File: src/sv/lhp_pkg.sv
`timescale 1ns / 1ps
// lhp_pkg: shared types, status codes, header flag masks and version limits
// for the lzop header parser; depends on nothing

package lhp_pkg;

  typedef enum logic [2:0] {
    ST_BUSY         = 3'd0,
    ST_DONE         = 3'd1,
    ST_BAD_MAGIC    = 3'd2,
    ST_BAD_VERSION  = 3'd3,
    ST_BAD_NEEDED   = 3'd4,
    ST_BAD_CHECKSUM = 3'd5
  } status_t;

  localparam logic [31:0] FL_ADLER_D = 32'h0000_0001;
  localparam logic [31:0] FL_ADLER_C = 32'h0000_0002;
  localparam logic [31:0] FL_EXTRA   = 32'h0000_0040;
  localparam logic [31:0] FL_CRC_D   = 32'h0000_0100;
  localparam logic [31:0] FL_CRC_C   = 32'h0000_0200;
  localparam logic [31:0] FL_FILTER  = 32'h0000_0800;

  localparam logic [15:0] MIN_VERSION    = 16'h0900;
  localparam logic [15:0] EXT_VERSION    = 16'h0940;
  localparam logic [15:0] DEFAULT_NEEDED = 16'h1030;

  localparam logic [3:0] MAGIC_LEN = 4'd9;

  typedef struct packed {
    logic [7:0] header_byte;
    logic       restart;
  } in_beat_t;

  typedef struct packed {
    status_t     status;
    logic [31:0] header_length;
    logic [31:0] header_flags;
    logic        block_has_checksum;
  } out_beat_t;

  // expected magic byte at a given offset of the signature
  function automatic logic [7:0] magic_byte(input logic [3:0] idx);
    logic [7:0] b;
    case (idx)
      4'd0:    b = 8'h89;
      4'd1:    b = 8'h4c;
      4'd2:    b = 8'h5a;
      4'd3:    b = 8'h4f;
      4'd4:    b = 8'h00;
      4'd5:    b = 8'h0d;
      4'd6:    b = 8'h0a;
      4'd7:    b = 8'h1a;
      4'd8:    b = 8'h0a;
      default: b = 8'h00;
    endcase
    return b;
  endfunction

endpackage

File: src/sv/lhp_in_if.sv
`timescale 1ns / 1ps
// lhp_in_if: valid/ready channel carrying one raw header byte per beat
// depends on nothing

interface lhp_in_if;
  logic       valid;
  logic       ready;
  logic [7:0] header_byte;
  logic       restart;

  modport source (output valid, output header_byte, output restart, input ready);
  modport sink   (input valid, input header_byte, input restart, output ready);
endinterface

File: src/sv/lhp_out_if.sv
`timescale 1ns / 1ps
// lhp_out_if: valid/ready channel carrying one parser result per beat
// depends on nothing

interface lhp_out_if;
  logic        valid;
  logic        ready;
  logic [2:0]  status;
  logic [31:0] header_length;
  logic [31:0] header_flags;
  logic        block_has_checksum;

  modport source (output valid, output status, output header_length,
                  output header_flags, output block_has_checksum, input ready);
  modport sink   (input valid, input status, input header_length,
                  input header_flags, input block_has_checksum, output ready);
endinterface

File: src/sv/lhp_in_stage.sv
`timescale 1ns / 1ps
// lhp_in_stage: input register holding one byte beat ahead of the walker
// depends on lhp_pkg

module lhp_in_stage (
  input  logic             clk,
  input  logic             rst_n,
  input  logic             in_valid,
  output logic             in_ready,
  input  lhp_pkg::in_beat_t in_beat,
  output logic             s1_valid,
  input  logic             s1_take,
  output lhp_pkg::in_beat_t s1_beat
);

  logic             valid_r;
  lhp_pkg::in_beat_t beat_r;

  // room when empty or when the held beat leaves this cycle
  assign in_ready = !valid_r || s1_take;
  assign s1_valid = valid_r;
  assign s1_beat  = beat_r;

  always_ff @(posedge clk) begin
    if (!rst_n) begin
      valid_r <= 1'b0;
    end else begin
      if (in_valid && in_ready) begin
        valid_r <= 1'b1;
        beat_r  <= in_beat;
      end else if (s1_take) begin
        valid_r <= 1'b0;
      end
    end
  end

endmodule

File: src/sv/lhp_walker.sv
`timescale 1ns / 1ps
// lhp_walker: header field sequencer and result register; one byte per beat
// depends on lhp_pkg

module lhp_walker (
  input  logic              clk,
  input  logic              rst_n,
  input  logic [15:0]       max_needed,
  input  logic              s1_valid,
  input  lhp_pkg::in_beat_t  s1_beat,
  output logic              s1_take,
  output logic              out_valid,
  input  logic              out_ready,
  output lhp_pkg::out_beat_t out_beat
);

  typedef enum logic [4:0] {
    FS_MAGIC   = 5'd0,
    FS_VER     = 5'd1,
    FS_LIBVER  = 5'd2,
    FS_NEED    = 5'd3,
    FS_METHOD  = 5'd4,
    FS_LEVEL   = 5'd5,
    FS_FLAGS   = 5'd6,
    FS_FILTER  = 5'd7,
    FS_MODE    = 5'd8,
    FS_MTIME   = 5'd9,
    FS_MTIMEHI = 5'd10,
    FS_NAMELEN = 5'd11,
    FS_NAME    = 5'd12,
    FS_HCHK    = 5'd13,
    FS_XLEN    = 5'd14,
    FS_XDATA   = 5'd15,
    FS_XCHK    = 5'd16
  } step_t;

  step_t            field_step_r, field_step_nxt;
  logic [3:0]       byte_in_field_r, byte_in_field_nxt;
  logic [31:0]      skip_count_r, skip_count_nxt;
  logic [31:0]      field_shift_r, field_shift_nxt;
  logic [15:0]      version_word_r, version_word_nxt;
  logic [31:0]      flags_word_r, flags_word_nxt;
  logic [31:0]      consumed_r, consumed_nxt;
  lhp_pkg::status_t status_r, status_nxt;

  logic             out_valid_r;
  lhp_pkg::out_beat_t out_beat_r;

  // state as seen after an optional restart
  step_t            cur_step;
  logic [3:0]       cur_bif;
  logic [31:0]      cur_skip;
  logic [31:0]      cur_shift;
  logic [15:0]      cur_version;
  logic [31:0]      cur_flags;
  logic [31:0]      cur_consumed;
  lhp_pkg::status_t cur_status;

  logic [31:0] shift_cat;
  logic [3:0]  bif_inc;
  logic [3:0]  field_len;
  logic        field_done;
  logic [31:0] skip_dec;
  logic        ext_hdr;
  logic        go;
  step_t       go_to;
  logic [7:0]  hb;

  assign s1_take   = s1_valid && (!out_valid_r || out_ready);
  assign out_valid = out_valid_r;
  assign out_beat  = out_beat_r;

  always_comb begin
    hb           = s1_beat.header_byte;
    cur_step     = s1_beat.restart ? FS_MAGIC : field_step_r;
    cur_bif      = s1_beat.restart ? 4'd0 : byte_in_field_r;
    cur_skip     = s1_beat.restart ? 32'd0 : skip_count_r;
    cur_shift    = s1_beat.restart ? 32'd0 : field_shift_r;
    cur_version  = s1_beat.restart ? 16'd0 : version_word_r;
    cur_flags    = s1_beat.restart ? 32'd0 : flags_word_r;
    cur_consumed = s1_beat.restart ? 32'd0 : consumed_r;
    cur_status   = s1_beat.restart ? lhp_pkg::ST_BUSY : status_r;

    shift_cat = {cur_shift[23:0], hb};
    bif_inc   = cur_bif + 4'd1;
    skip_dec  = (cur_skip != 32'd0) ? cur_skip - 32'd1 : cur_skip;
    ext_hdr   = cur_version >= lhp_pkg::EXT_VERSION;

    case (cur_step)
      FS_MAGIC:                          field_len = lhp_pkg::MAGIC_LEN;
      FS_VER, FS_LIBVER, FS_NEED:        field_len = 4'd2;
      FS_METHOD, FS_LEVEL, FS_NAMELEN:   field_len = 4'd1;
      FS_NAME, FS_XDATA:                 field_len = 4'd1;
      default:                           field_len = 4'd4;
    endcase
    field_done = bif_inc >= field_len;

    field_step_nxt    = cur_step;
    byte_in_field_nxt = cur_bif;
    skip_count_nxt    = cur_skip;
    field_shift_nxt   = cur_shift;
    version_word_nxt  = cur_version;
    flags_word_nxt    = cur_flags;
    consumed_nxt      = cur_consumed;
    status_nxt        = cur_status;
    go                = 1'b0;
    go_to             = FS_MAGIC;

    if (cur_status == lhp_pkg::ST_BUSY) begin
      consumed_nxt = (&cur_consumed) ? cur_consumed : cur_consumed + 32'd1;
      case (cur_step)
        FS_MAGIC: begin
          if (cur_bif >= lhp_pkg::MAGIC_LEN || hb != lhp_pkg::magic_byte(cur_bif)) begin
            status_nxt = lhp_pkg::ST_BAD_MAGIC;
          end else if (cur_bif == lhp_pkg::MAGIC_LEN - 4'd1) begin
            go    = 1'b1;
            go_to = FS_VER;
          end else begin
            byte_in_field_nxt = bif_inc;
          end
        end
        FS_NAME, FS_XDATA: begin
          skip_count_nxt = skip_dec;
          if (skip_dec == 32'd0) begin
            go    = 1'b1;
            go_to = (cur_step == FS_NAME) ? FS_HCHK : FS_XCHK;
          end
        end
        default: begin
          field_shift_nxt   = shift_cat;
          byte_in_field_nxt = bif_inc;
          if (field_done) begin
            case (cur_step)
              FS_VER: begin
                version_word_nxt = shift_cat[15:0];
                if (shift_cat[15:0] < lhp_pkg::MIN_VERSION) begin
                  status_nxt = lhp_pkg::ST_BAD_VERSION;
                end else begin
                  go = 1'b1; go_to = FS_LIBVER;
                end
              end
              FS_LIBVER: begin
                go = 1'b1; go_to = ext_hdr ? FS_NEED : FS_METHOD;
              end
              FS_NEED: begin
                if (shift_cat > {16'd0, max_needed} ||
                    shift_cat < {16'd0, lhp_pkg::MIN_VERSION}) begin
                  status_nxt = lhp_pkg::ST_BAD_NEEDED;
                end else begin
                  go = 1'b1; go_to = FS_METHOD;
                end
              end
              FS_METHOD: begin
                go = 1'b1; go_to = ext_hdr ? FS_LEVEL : FS_FLAGS;
              end
              FS_LEVEL: begin
                go = 1'b1; go_to = FS_FLAGS;
              end
              FS_FLAGS: begin
                flags_word_nxt = shift_cat;
                go = 1'b1;
                go_to = ((shift_cat & lhp_pkg::FL_FILTER) != 32'd0) ? FS_FILTER : FS_MODE;
              end
              FS_FILTER: begin
                go = 1'b1; go_to = FS_MODE;
              end
              FS_MODE: begin
                go = 1'b1; go_to = FS_MTIME;
              end
              FS_MTIME: begin
                go = 1'b1; go_to = ext_hdr ? FS_MTIMEHI : FS_NAMELEN;
              end
              FS_MTIMEHI: begin
                go = 1'b1; go_to = FS_NAMELEN;
              end
              FS_NAMELEN: begin
                go = 1'b1;
                if (shift_cat != 32'd0) begin
                  go_to          = FS_NAME;
                  skip_count_nxt = shift_cat;
                end else begin
                  go_to = FS_HCHK;
                end
              end
              FS_HCHK: begin
                if ((cur_flags & lhp_pkg::FL_EXTRA) != 32'd0) begin
                  go = 1'b1; go_to = FS_XLEN;
                end else if ((cur_flags & (lhp_pkg::FL_CRC_C | lhp_pkg::FL_ADLER_C)) != 32'd0) begin
                  status_nxt = lhp_pkg::ST_BAD_CHECKSUM;
                end else begin
                  status_nxt = lhp_pkg::ST_DONE;
                end
              end
              FS_XLEN: begin
                go = 1'b1;
                if (shift_cat != 32'd0) begin
                  go_to          = FS_XDATA;
                  skip_count_nxt = shift_cat;
                end else begin
                  go_to = FS_XCHK;
                end
              end
              FS_XCHK: begin
                if ((cur_flags & (lhp_pkg::FL_CRC_C | lhp_pkg::FL_ADLER_C)) != 32'd0) begin
                  status_nxt = lhp_pkg::ST_BAD_CHECKSUM;
                end else begin
                  status_nxt = lhp_pkg::ST_DONE;
                end
              end
              default: begin
                go = 1'b1; go_to = FS_MAGIC;
              end
            endcase
          end
        end
      endcase
    end

    if (go) begin
      field_step_nxt    = go_to;
      byte_in_field_nxt = 4'd0;
      field_shift_nxt   = 32'd0;
    end
  end

  always_ff @(posedge clk) begin
    if (!rst_n) begin
      field_step_r    <= FS_MAGIC;
      byte_in_field_r <= 4'd0;
      skip_count_r    <= 32'd0;
      field_shift_r   <= 32'd0;
      version_word_r  <= 16'd0;
      flags_word_r    <= 32'd0;
      consumed_r      <= 32'd0;
      status_r        <= lhp_pkg::ST_BUSY;
      out_valid_r     <= 1'b0;
    end else begin
      if (s1_take) begin
        field_step_r    <= field_step_nxt;
        byte_in_field_r <= byte_in_field_nxt;
        skip_count_r    <= skip_count_nxt;
        field_shift_r   <= field_shift_nxt;
        version_word_r  <= version_word_nxt;
        flags_word_r    <= flags_word_nxt;
        consumed_r      <= consumed_nxt;
        status_r        <= status_nxt;
        out_beat_r.status             <= status_nxt;
        out_beat_r.header_length      <= consumed_nxt;
        out_beat_r.header_flags       <= flags_word_nxt;
        out_beat_r.block_has_checksum <=
          ((flags_word_nxt & (lhp_pkg::FL_ADLER_D | lhp_pkg::FL_CRC_D)) != 32'd0);
        out_valid_r <= 1'b1;
      end else if (out_ready) begin
        out_valid_r <= 1'b0;
      end
    end
  end

  // a finished or failed header stays put until a restart
  a_status_sticky: assert property (@(posedge clk) disable iff (!rst_n)
    (s1_take && !s1_beat.restart && status_r != lhp_pkg::ST_BUSY)
      |=> (status_r == $past(status_r) && consumed_r == $past(consumed_r)))
    else $error("parser state moved after header end");

  // byte count never goes down without a restart
  a_count_monotonic: assert property (@(posedge clk) disable iff (!rst_n)
    (s1_take && !s1_beat.restart) |=> consumed_r >= $past(consumed_r))
    else $error("byte count went backwards");

  // a skip field is only entered with bytes left to skip
  a_skip_nonzero: assert property (@(posedge clk) disable iff (!rst_n)
    (field_step_r == FS_NAME || field_step_r == FS_XDATA) |-> skip_count_r != 32'd0)
    else $error("skip field with zero count");

  // result register mirrors the state it was computed with
  a_result_tracks_state: assert property (@(posedge clk) disable iff (!rst_n)
    s1_take |=> (out_beat_r.status == status_r && out_beat_r.header_length == consumed_r))
    else $error("result beat differs from parser state");

endmodule

File: src/sv/lzop_header_parser.sv
`timescale 1ns / 1ps
// lzop_header_parser: top level of the lzop file header parser
// depends on lhp_pkg, lhp_in_if, lhp_out_if, lhp_in_stage, lhp_walker
//
//   channel  | dir | handshake      | beat contents
//   ---------+-----+----------------+-------------------------------------------
//   in_bus   | in  | valid / ready  | header_byte, restart
//   out_bus  | out | valid / ready  | status, header_length, header_flags,
//            |     |                | block_has_checksum
//   cfg_*    | in  | cfg_wr_en      | cfg_wr_data = max needed version
//
// one byte beat per cycle sustained while out_ready stays high; a result beat is
// offered once its byte beat has passed the input register, then the field
// sequencer into the result register
// every byte beat gives exactly one result beat
// reset is synchronous on rst_n low: parser back at the magic field, both
// stages empty, max needed version back to 0x1030
// out_ready low with a result waiting holds the result register; in_ready drops
// in that same cycle when the input register is full, else after one more beat

module lzop_header_parser (
  input  logic             clk,
  input  logic             rst_n,
  lhp_in_if.sink           in_bus,
  lhp_out_if.source        out_bus,
  input  logic             cfg_wr_en,
  input  logic [15:0]      cfg_wr_data
);

  logic [15:0] max_needed_r;

  lhp_pkg::in_beat_t  in_beat;
  lhp_pkg::in_beat_t  s1_beat;
  lhp_pkg::out_beat_t res_beat;
  logic               s1_valid;
  logic               s1_take;

  // greatest version needed to extract that the parser accepts
  always_ff @(posedge clk) begin
    if (!rst_n) begin
      max_needed_r <= lhp_pkg::DEFAULT_NEEDED;
    end else if (cfg_wr_en) begin
      max_needed_r <= cfg_wr_data;
    end
  end

  assign in_beat.header_byte = in_bus.header_byte;
  assign in_beat.restart     = in_bus.restart;

  // input register: parts the byte stream from the sequencer
  lhp_in_stage u_in_stage (
    .clk      (clk),
    .rst_n    (rst_n),
    .in_valid (in_bus.valid),
    .in_ready (in_bus.ready),
    .in_beat  (in_beat),
    .s1_valid (s1_valid),
    .s1_take  (s1_take),
    .s1_beat  (s1_beat)
  );

  // field sequencer plus result register
  lhp_walker u_walker (
    .clk        (clk),
    .rst_n      (rst_n),
    .max_needed (max_needed_r),
    .s1_valid   (s1_valid),
    .s1_beat    (s1_beat),
    .s1_take    (s1_take),
    .out_valid  (out_bus.valid),
    .out_ready  (out_bus.ready),
    .out_beat   (res_beat)
  );

  // result beat onto the output channel
  assign out_bus.status             = res_beat.status;
  assign out_bus.header_length      = res_beat.header_length;
  assign out_bus.header_flags       = res_beat.header_flags;
  assign out_bus.block_has_checksum = res_beat.block_has_checksum;

endmodule

File: src/flat_wrapper.sv
// flat-port wrapper written by rule: the top's interface ports become plain ports
module lzop_header_parser_flat 
  (clk, rst_n, cfg_wr_en, cfg_wr_data, in_bus_valid, in_bus_header_byte, in_bus_restart, in_bus_ready, out_bus_valid, out_bus_status, out_bus_header_length, out_bus_header_flags, out_bus_block_has_checksum, out_bus_ready);
  lhp_in_if in_bus_i ();
  lhp_out_if out_bus_i ();
  input  logic clk;
  input  logic rst_n;
  input  logic cfg_wr_en;
  input  logic [15:0] cfg_wr_data;
  input wire logic [$bits(in_bus_i.valid)-1:0] in_bus_valid;
  input wire logic [$bits(in_bus_i.header_byte)-1:0] in_bus_header_byte;
  input wire logic [$bits(in_bus_i.restart)-1:0] in_bus_restart;
  output wire logic [$bits(in_bus_i.ready)-1:0] in_bus_ready;
  output wire logic [$bits(out_bus_i.valid)-1:0] out_bus_valid;
  output wire logic [$bits(out_bus_i.status)-1:0] out_bus_status;
  output wire logic [$bits(out_bus_i.header_length)-1:0] out_bus_header_length;
  output wire logic [$bits(out_bus_i.header_flags)-1:0] out_bus_header_flags;
  output wire logic [$bits(out_bus_i.block_has_checksum)-1:0] out_bus_block_has_checksum;
  input wire logic [$bits(out_bus_i.ready)-1:0] out_bus_ready;
  assign in_bus_i.valid = in_bus_valid;
  assign in_bus_i.header_byte = in_bus_header_byte;
  assign in_bus_i.restart = in_bus_restart;
  assign in_bus_ready = in_bus_i.ready;
  assign out_bus_valid = out_bus_i.valid;
  assign out_bus_status = out_bus_i.status;
  assign out_bus_header_length = out_bus_i.header_length;
  assign out_bus_header_flags = out_bus_i.header_flags;
  assign out_bus_block_has_checksum = out_bus_i.block_has_checksum;
  assign out_bus_i.ready = out_bus_ready;
  lzop_header_parser u_core (.clk(clk), .rst_n(rst_n), .in_bus(in_bus_i), .out_bus(out_bus_i), .cfg_wr_en(cfg_wr_en), .cfg_wr_data(cfg_wr_data));
endmodule
File: config.mk
export PLATFORM = sky130hd
export DESIGN_NAME = lzop_header_parser_flat
export DESIGN_NICKNAME = d
export VERILOG_FILES = /design/src/sv/lhp_pkg.sv /design/src/sv/lhp_in_if.sv /design/src/sv/lhp_out_if.sv /design/src/sv/lhp_in_stage.sv /design/src/sv/lhp_walker.sv /design/src/sv/lzop_header_parser.sv /design/src/flat_wrapper.sv
export SDC_FILE = /design/constraint.sdc
export NUM_CORES = 1
export LEC_CHECK = 0
export BUFFER_PORTS_ARGS = -buffer_cell sky130_fd_sc_hd__buf_2
export CAP_MARGIN = 20
export CORE_UTILIZATION = 53
export DETAILED_ROUTE_END_ITERATION = 8
export HOLD_SLACK_MARGIN = 0.06
export PLACE_DENSITY = 0.74
export SETUP_SLACK_MARGIN = 0.3
export SYNTH_ARGS = -nofsm -noshare
export SYNTH_HDL_FRONTEND = slang
export SYNTH_HIERARCHICAL = 1
export SYNTH_SLANG_ARGS = --single-unit
File: constraint.sdc
create_clock -name clk -period 9.16 [get_ports clk]
set_input_delay 0.916 -clock clk [delete_from_list [all_inputs] [get_ports clk]]
set_output_delay 0.916 -clock clk [all_outputs]
set_load 0.01 [all_outputs]
==> results of run 1 <==
==> worst register-to-register path, cell delays in order, from the launching register on <==
cell      delay (ns)
edfxtp_1        0.43
clkinv_1        0.08
buf_4           0.42
nand2_1         0.25
ha_1            0.43
and2_1          0.27
inv_1           0.36
ha_1            0.34
a21oi_1         0.15
o21a_1          0.42
nand2b_1        0.22
o32a_1          0.18
nand2_1         0.17
o31ai_2         0.68
nor2_4          0.18
o32ai_1         0.19
==> cell usage after synthesis, drive strengths merged (12+ instances only) <==
master / instances
buf: 38
nand4: 20
or3: 13
o21ai: 111
nor4: 26
nand2: 248
a22oi: 33
inv: 59
clkbuf: 85
o31ai: 16
nor3b: 15
dfxtp: 160
and2: 16
o22ai: 16
nor2b: 65
and3: 13
a21boi: 53
mux2i: 38
nand2b: 14
nand3: 48
xnor2: 25
ha: 31
o32ai: 12
edfxtp: 77
a21oi: 85
o21a: 12
nor2: 119
xor2: 15
a31oi: 18
nor3: 39
==> kinds of logic (layout without fill, tap and decap cells) <==
| group | count (synthesis) | after routing | share of synthesized area |
|---|---|---|---|
| compound gates | 456 | 456 | 0.2246 |
| xor+xnor | 40 | 40 | 0.02509 |
| fa+ha+maj | 31 | 31 | 0.02778 |
| buf+inv | 184 | 232 | 0.05556 |
| flops | 237 | 237 | 0.3950 |
| mux | 40 | 40 | 0.02912 |
| simple gates | 670 | 670 | 0.2428 |
==> cell type report <==
| cell class | instances | area share |
|---|---|---|
| clock buffer | 42 | 0.05085 |
| tap | 335 | 0.02721 |
| inverter | 61 | 0.01486 |
| multi-input combinational | 1237 | 0.4996 |
| sequential | 237 | 0.3581 |
| clock inverter | 8 | 0.004468 |
| timing repair buffer | 121 | 0.04500 |
==> layer usage <==
| layer | global-route usage | part of all wire | up-vias |
|---|---|---|---|
| li1 | - | - | 6043 |
| met1 | 0.4079 | 0.40 | 6210 |
| met2 | 0.5468 | 0.47 | 676 |
| met3 | 0.05354 | 0.079 | 144 |
| met4 | 0.1599 | 0.051 | 2 |
| met5 | 0 | 0.00029 | - |
==> how the worst min path moves through the flow <==
stage	startpoint	slack (ns)	cells after the start	endpoint
floorplan	u_core/max_needed_r[12]	0.44	2	u_core/max_needed_r[12]
global placement	u_core/u_walker/flags_word_r[28]	0.45	2	u_core/u_walker/flags_word_r[28]
detailed placement	u_core/u_walker/flags_word_r[26]	0.46	2	u_core/u_walker/flags_word_r[26]
CTS	u_core/u_walker/flags_word_r[26]	0.47	2	u_core/u_walker/flags_word_r[26]
global route	u_core/u_walker/flags_word_r[8]	0.49	2	u_core/u_walker/flags_word_r[8]
finish	u_core/u_walker/flags_word_r[21]	0.47	2	u_core/u_walker/flags_word_r[21]
==> metrics by stage <==
step / std cells / worst slack [ns] / instance area [um2]
2_1_floorplan: 1658 / 3.744 / 13960
6_report: 2041 / 4.296 / 15400
3_3_place_gp: 1990 / 4.425 / 14530
4_1_cts: 2040 / 4.390 / 15380
3_5_place_dp: 1990 / 4.404 / 14530
5_1_grt: 2041 / 3.962 / 15400
==> layout by cell type (no fill, tap or decap), drive strengths merged, types with 20 or more instances in the layout <==
cell,n
nand2,248
nand3,48
edfxtp,77
nor2b,65
clkbuf,43
nor3,39
ha,31
a22oi,33
buf,120
dfxtp,160
nor4,26
a21oi,85
o21ai,111
inv,61
nor2,119
mux2i,38
nand4,20
a21boi,53
xnor2,25
==> report_power, final <==
group	leakage (nW)	switching (mW)	internal [mW]
clock network	0.422	0.435	0.615
logic	2.90	0.163	0.0796
registers	1.94	0.0207	1.11
==> sequential cells by signal, indices dropped and copies added, names as in the netlist <==
register                         count
u_core/u_walker/out_valid            1
u_core/u_walker/flags_word_r        32
u_core/u_in_stage/s1_valid           1
u_core/max_needed_r                 16
u_core/u_walker/byte_in_field_r      4
u_core/u_in_stage/s1_beat            9
u_core/u_walker/skip_count_r        32
u_core/u_walker/version_word_r      10
u_core/u_walker/out_beat            68
u_core/u_walker/status_r             3
u_core/u_walker/consumed_r          32
u_core/u_walker/field_shift_r       24
u_core/u_walker/field_step_r         5
==> flow_metrics.py, run 1 <==
metrics = {
    "setup_path": {
        "endpoint_kind": "flop",
        "reg2reg_slack_ns": 4.30,
        "r2r_cells": 15,
        "cp_num_cells": 15,
        "endpoint": "u_core/u_walker/field_shift_r[15]",
        "required_ns": 9.59,
        "cp_top_family": "compound AO/OA/AOI/OAI gates",
        "slowest_delay_ns": 0.68,
        "worstPathCellList": "clkinv_1 -> buf_4 -> nand2_1 -> ha_1 -> and2_1 -> inv_1 -> ha_1 -> a21oi_1 -> o21a_1 -> nand2b_1 -> o32a_1 -> nand2_1 -> o31ai_2 -> nor2_4 -> o32ai_1",
        "critPathKind": "reg -> reg",
        "r2r_start": "u_core/u_in_stage/s1_beat[0]",
        "crit_start": "u_core/u_in_stage/s1_beat[0]",
        "worstPathMaxFanout": 39,
        "crit_buf_inv": 3,
        "cp.arrival_ns": 5.29,
        "start_kind": "flop",
        "rr_endpoint": "u_core/u_walker/field_shift_r[15]",
        "critPathSlowestCell": "o31ai_2",
    },
    "drt": {
        "drt-vias-per-instance": 6.406,
        "routedWlPerCell_um": 21.86,
        "drtAntennaViolNets": 0,
        "vias": 13080,
        "drc": 0,
        "drtIter0Drc": 1652,
        "first_pass_iters": 6,
        "routed_wl_mm": 44.62,
    },
    "floorplan": {
        "die_width_um": 164.3,
        "design.die.area_mm2": 0.02700,
        "ios": 100,
        "die_y_um": 164.3,
        "initial_core_util": 0.5374,
        "core_mm2": 0.02598,
        "rows": 59,
    },
    "pwr": {
        "vdd_drop_max_mv": 0.1932,
        "p_per_area_mw_per_mm2": 157.3,
        "p_leak_nw": 5.268,
        "power_mw": 2.422,
    },
    "yosys": {
        "synth.distinct_cells": 98,
        "syn_nets": 1719,
        "yosys_warnings": 6,
        "synth_top_area_frac": 0.2294,
        "syn_area_mm2": 0.01396,
        "synth_top_cell_by_area": "dfxtp_1",
        "yosysSeqAreaShare": 0.3950,
        "syn_area_per_cell_um2": 8.422,
        "synth_seq_cells": 237,
        "async_flop_share": 0,
        "synth_area_leaders": "dfxtp_1 23%, edfxtp_1 17%, nand2_1 6.6%",
        "synth_ff_type": "dfxtp_1",
        "synth-edff-count": 77,
        "syn_inst": 1658,
    },
    "timing": {
        "worst_pin_slew_ns": 1.100,
        "min_period_ns": 4.864,
        "skew_ns": 0.01634,
        "final-hold-violation-count": 0,
        "rsz0062_at_grt": "false",
        "setup-tns-final_ns": 0,
        "whs_ns": 0.4682,
        "final-setup-viol-count": 0,
        "maxSlewHeadroom": 0.2665,
        "max_clock_freq_mhz": 205.6,
        "slew_viol_final": 0,
        "min_period_over_period": 0.5311,
    },
    "place": {
        "place.gp.congestion": 0.9701,
        "io_buffers": 99,
        "hpwl_mm": 31.05,
    },
    "clocking": {
        "post-cts-setup-buffers": 0,
        "cts_buffer_depth": 3,
        "cts_buffers": 27,
        "htreeDepth": 1,
        "clkSinkCount": 237,
        "cts-hold-fix-buffers": 0,
        "tritoncts": "done",
        "ctsResizeCount": 0,
        "cts-root-buf": "clkbuf_16",
        "clk_pin_slew_ns": 0.06,
        "insertion_delay_ns": 0.54,
    },
    "grt": {
        "grtUsageTotal": 0.3272,
        "grt_pass1_wl_mm": 68.43,
        "grt_pass1_vias": 12240,
        "antenna_found_initial": 3,
        "grt_max_degree": 118,
        "overflow": 0,
    },
    "cells_and_area": {
        "final_layout_size_suffix_gt1_frac": 0.1254,
        "antenna_cells": 0,
        "utilization": 0.5928,
        "nets": 1746,
        "multi_input_area_mm2": 0.007695,
        "regArea_mm2": 0.005515,
        "syn_to_final_growth_pct": 10.31,
        "fillers": 2290,
    },
    "worst_hold_path": {
        "worstHoldPathType": "reg -> reg",
    },
    "run_status": {
        "status": "completed",
    },
    "run": {
        "maxCapViolations": 0,
    },
}
No activity file was read; power rests on OpenSTA's default activity.
==> run 2, diff against run 1 <==
--- a/config.mk
+++ b/config.mk
@@ -5,6 +5,7 @@
 export SDC_FILE = /design/constraint.sdc
 export NUM_CORES = 1
 export LEC_CHECK = 0
+export ABC_AREA = 1
 export BUFFER_PORTS_ARGS = -buffer_cell sky130_fd_sc_hd__buf_2
 export CAP_MARGIN = 20
 export CORE_UTILIZATION = 53
==> constraint.sdc (replaced) <==
create_clock -name clk -period 4.7 [get_ports clk]
set_input_delay 0.47 -clock clk [delete_from_list [all_inputs] [get_ports clk]]
set_output_delay 0.47 -clock clk [all_outputs]
set_load 0.01 [all_outputs]
==> flow_metrics.py, run 2 <==
metrics = {
    "pwr": {
        "combinationalPowerShare": 0.148,
        "switching_share": 0.2790,
        "p_sw_mw": 1.463,
        "pwr-share-seq": 0.417,
        "p_per_area_mw_per_mm2": 324.5,
        "vdd_drop_max_mv": 0.2790,
        "p_clk_frac": 0.434,
        "p_leak_nw": 7.664,
        "internal_power_mw": 3.781,
    },
    "place": {
        "hpwl_mm": 31.63,
        "post-place-ws_ns": 0.5354,
        "io_buffers": 99,
        "place.gp.congestion": 0.9856,
    },
    "clocking": {
        "clk_pin_slew_ns": 0.06,
        "htreeDepth": 1,
        "cts_buffer_depth": 3,
        "cts-hold-fix-buffers": 0,
        "cts-root-buf": "clkbuf_16",
        "tritoncts": "done",
        "clkSinkCount": 237,
        "cts_buffers": 26,
        "insertion_delay_ns": 0.56,
    },
    "grt": {
        "grt_pass1_wl_mm": 69.51,
        "grt_max_degree": 86,
        "antenna_found_initial": 0,
        "overflow": 0,
        "grtUsageTotal": 0.3112,
        "grt_pass1_vias": 13030,
    },
    "floorplan": {
        "rows": 60,
        "die_y_um": 167.9,
        "design.die.area_mm2": 0.02820,
        "initial_core_util": 0.5414,
        "die_width_um": 167.9,
        "core_mm2": 0.02695,
        "ios": 100,
    },
    "yosys": {
        "yosys_warnings": 6,
        "synth_ff_type": "dfxtp_1",
        "syn_nets": 2152,
        "syn_inst": 2091,
        "synth_area_leaders": "dfxtp_1 22%, edfxtp_1 16%, nand2_1 15%",
        "syn_area_mm2": 0.01459,
        "synth.distinct_cells": 55,
        "synth_top_cell_by_area": "dfxtp_1",
        "async_flop_share": 0,
        "synth_top_area_frac": 0.2195,
        "synthTopCellsByCount": "568 x nand2_1, 252 x inv_1, 219 x nor2_1, 160 x dfxtp_1, 120 x o21ai_0",
        "yosysSeqAreaShare": 0.3780,
        "synthMostInstantiatedCell": "nand2_1",
        "synth-edff-count": 77,
        "synth_seq_cells": 237,
        "syn_area_per_cell_um2": 6.978,
    },
    "cells_and_area": {
        "final_common_cell": "nand2_1",
        "nets": 2212,
        "regArea_mm2": 0.005515,
        "largest_reg_flops": 68,
        "syn_to_final_growth_pct": 10.77,
        "final_layout_size_suffix_gt1_frac": 0.1207,
        "layout_common_cells": "568 x nand2_1, 251 x inv_1, 217 x nor2_1",
        "antenna_cells": 0,
        "fillers": 2531,
        "multi_input_area_mm2": 0.007493,
        "utilization": 0.5997,
    },
    "timing": {
        "slew_viol_final": 0,
        "max_clock_freq_mhz": 243.6,
        "skew_ns": 0.02797,
        "worst_pin_slew_ns": 1.037,
        "final-setup-viol-count": 0,
        "final-hold-violation-count": 0,
        "setup-tns-final_ns": 0,
        "rsz0062_at_grt": "false",
        "min_period_over_period": 0.8734,
        "maxSlewHeadroom": 0.3086,
        "min_period_ns": 4.105,
        "setup_ws_ns": 0.5951,
    },
    "drt": {
        "routed_wl_mm": 44.39,
        "vias": 14300,
        "drc": 0,
        "drtAntennaViolNets": 0,
        "first_pass_iters": 5,
        "drt-vias-per-instance": 5.694,
        "drtIter0Drc": 1501,
        "routedWlPerCell_um": 17.67,
    },
    "run_status": {
        "status": "completed",
    },
    "setup_path": {
        "required_ns": 5.18,
        "critPathKind": "reg -> reg",
        "start_kind": "flop",
        "endpoint_kind": "flop",
        "cp.arrival_ns": 4.59,
        "worstPathMaxFanout": 47,
    },
    "run": {
        "maxCapViolations": 0,
    },
    "worst_hold_path": {
        "worstHoldPathType": "in -> reg",
    },
}
## run 2: cell type report
class,count,area share
repair buffers,127,0.04467
well taps,341,0.02640
multi-input cells,1488,0.4637
clock buffers,33,0.04575
clock inverters,15,0.01424
inverters,271,0.06402
flip-flops and latches,237,0.3413
## run 2: timing repair
action / in CTS / in global routing
endpoints found under the hold margin: 0 / 0
setup buffers: 0 / 2
setup endpoints to repair: 0 / 44
resized for setup: 0 / 5
## run 2: worst paths after layout
path	start	endpoint	slack, ns	depth (start not counted)
min	in_bus_header_byte[0]	u_core/u_in_stage/s1_beat[1]	0.10	1
min reg2reg	u_core/u_walker/field_shift_r[8]	u_core/u_walker/field_shift_r[8]	0.45	2
max reg2reg	u_core/u_in_stage/s1_beat[0]	u_core/u_walker/field_step_r[0]	0.60	21
max	u_core/u_in_stage/s1_beat[0]	u_core/u_walker/field_step_r[0]	0.60	21
## run 2: routing by layer
metal	vias up	GRT usage	part of all wire
li1	6976	-	-
met1	6554	0.4168	0.42
met2	658	0.5047	0.45
met3	116	0.03432	0.078
met4	0	0.1432	0.047
met5	-	0	0
## run 2: kinds of logic (layout without fill, tap and decap cells)
group,Yosys count,count (layout),synth area share
AOI/OAI and AO/OA,389,389,0.1577
and+or+nand+nor,1024,1024,0.3008
adders and majority gates,31,31,0.02658
xor gates and xnor gates,44,44,0.02744
DFF,237,237,0.3780
buffers and inverters,366,446,0.1094
## run 2: stage by stage
step	power, mW	hold WS, ns	std cells	cell area, um2
2_1_floorplan	2.782	0.4264	2091	14590
3_3_place_gp	2.983	0.4372	2461	15140
3_5_place_dp	2.987	0.4415	2461	15140
4_1_cts	5.265	0.09714	2509	16110
5_1_grt	5.429	0.1026	2512	16160
6_report	5.244	0.1038	2512	16160
## run 2: critical path: stages (launching register included)
cell      delay, ns
edfxtp_1       0.39
bufinv_8       0.44
nand2_1        0.25
ha_1           0.31
nand2_1        0.09
nor2_2         0.05
nand2_2        0.16
nor2_4         0.07
nand2_2        0.38
buf_4          0.33
nand2_1        0.18
nand2_1        0.09
nor2_1         0.04
nand2_1        0.05
nor2_1         0.07
nand2_1        0.12
nand3_2        0.12
nand2_4        0.21
clkinv_2       0.33
nand2_1        0.17
nand3_1        0.07
nand2_1        0.08
## run 2: power by group through the flow
stage / sequential (mW) / clock, mW / combinational [mW]
4_1_cts: 2.19 / 2.32 / 0.757
6_report: 2.19 / 2.28 / 0.777
5_1_grt: 2.19 / 2.38 / 0.855
3_5_place_dp: 2.23 / 0 / 0.754
3_3_place_gp: 2.23 / 0 / 0.751
2_1_floorplan: 2.24 / 0 / 0.541
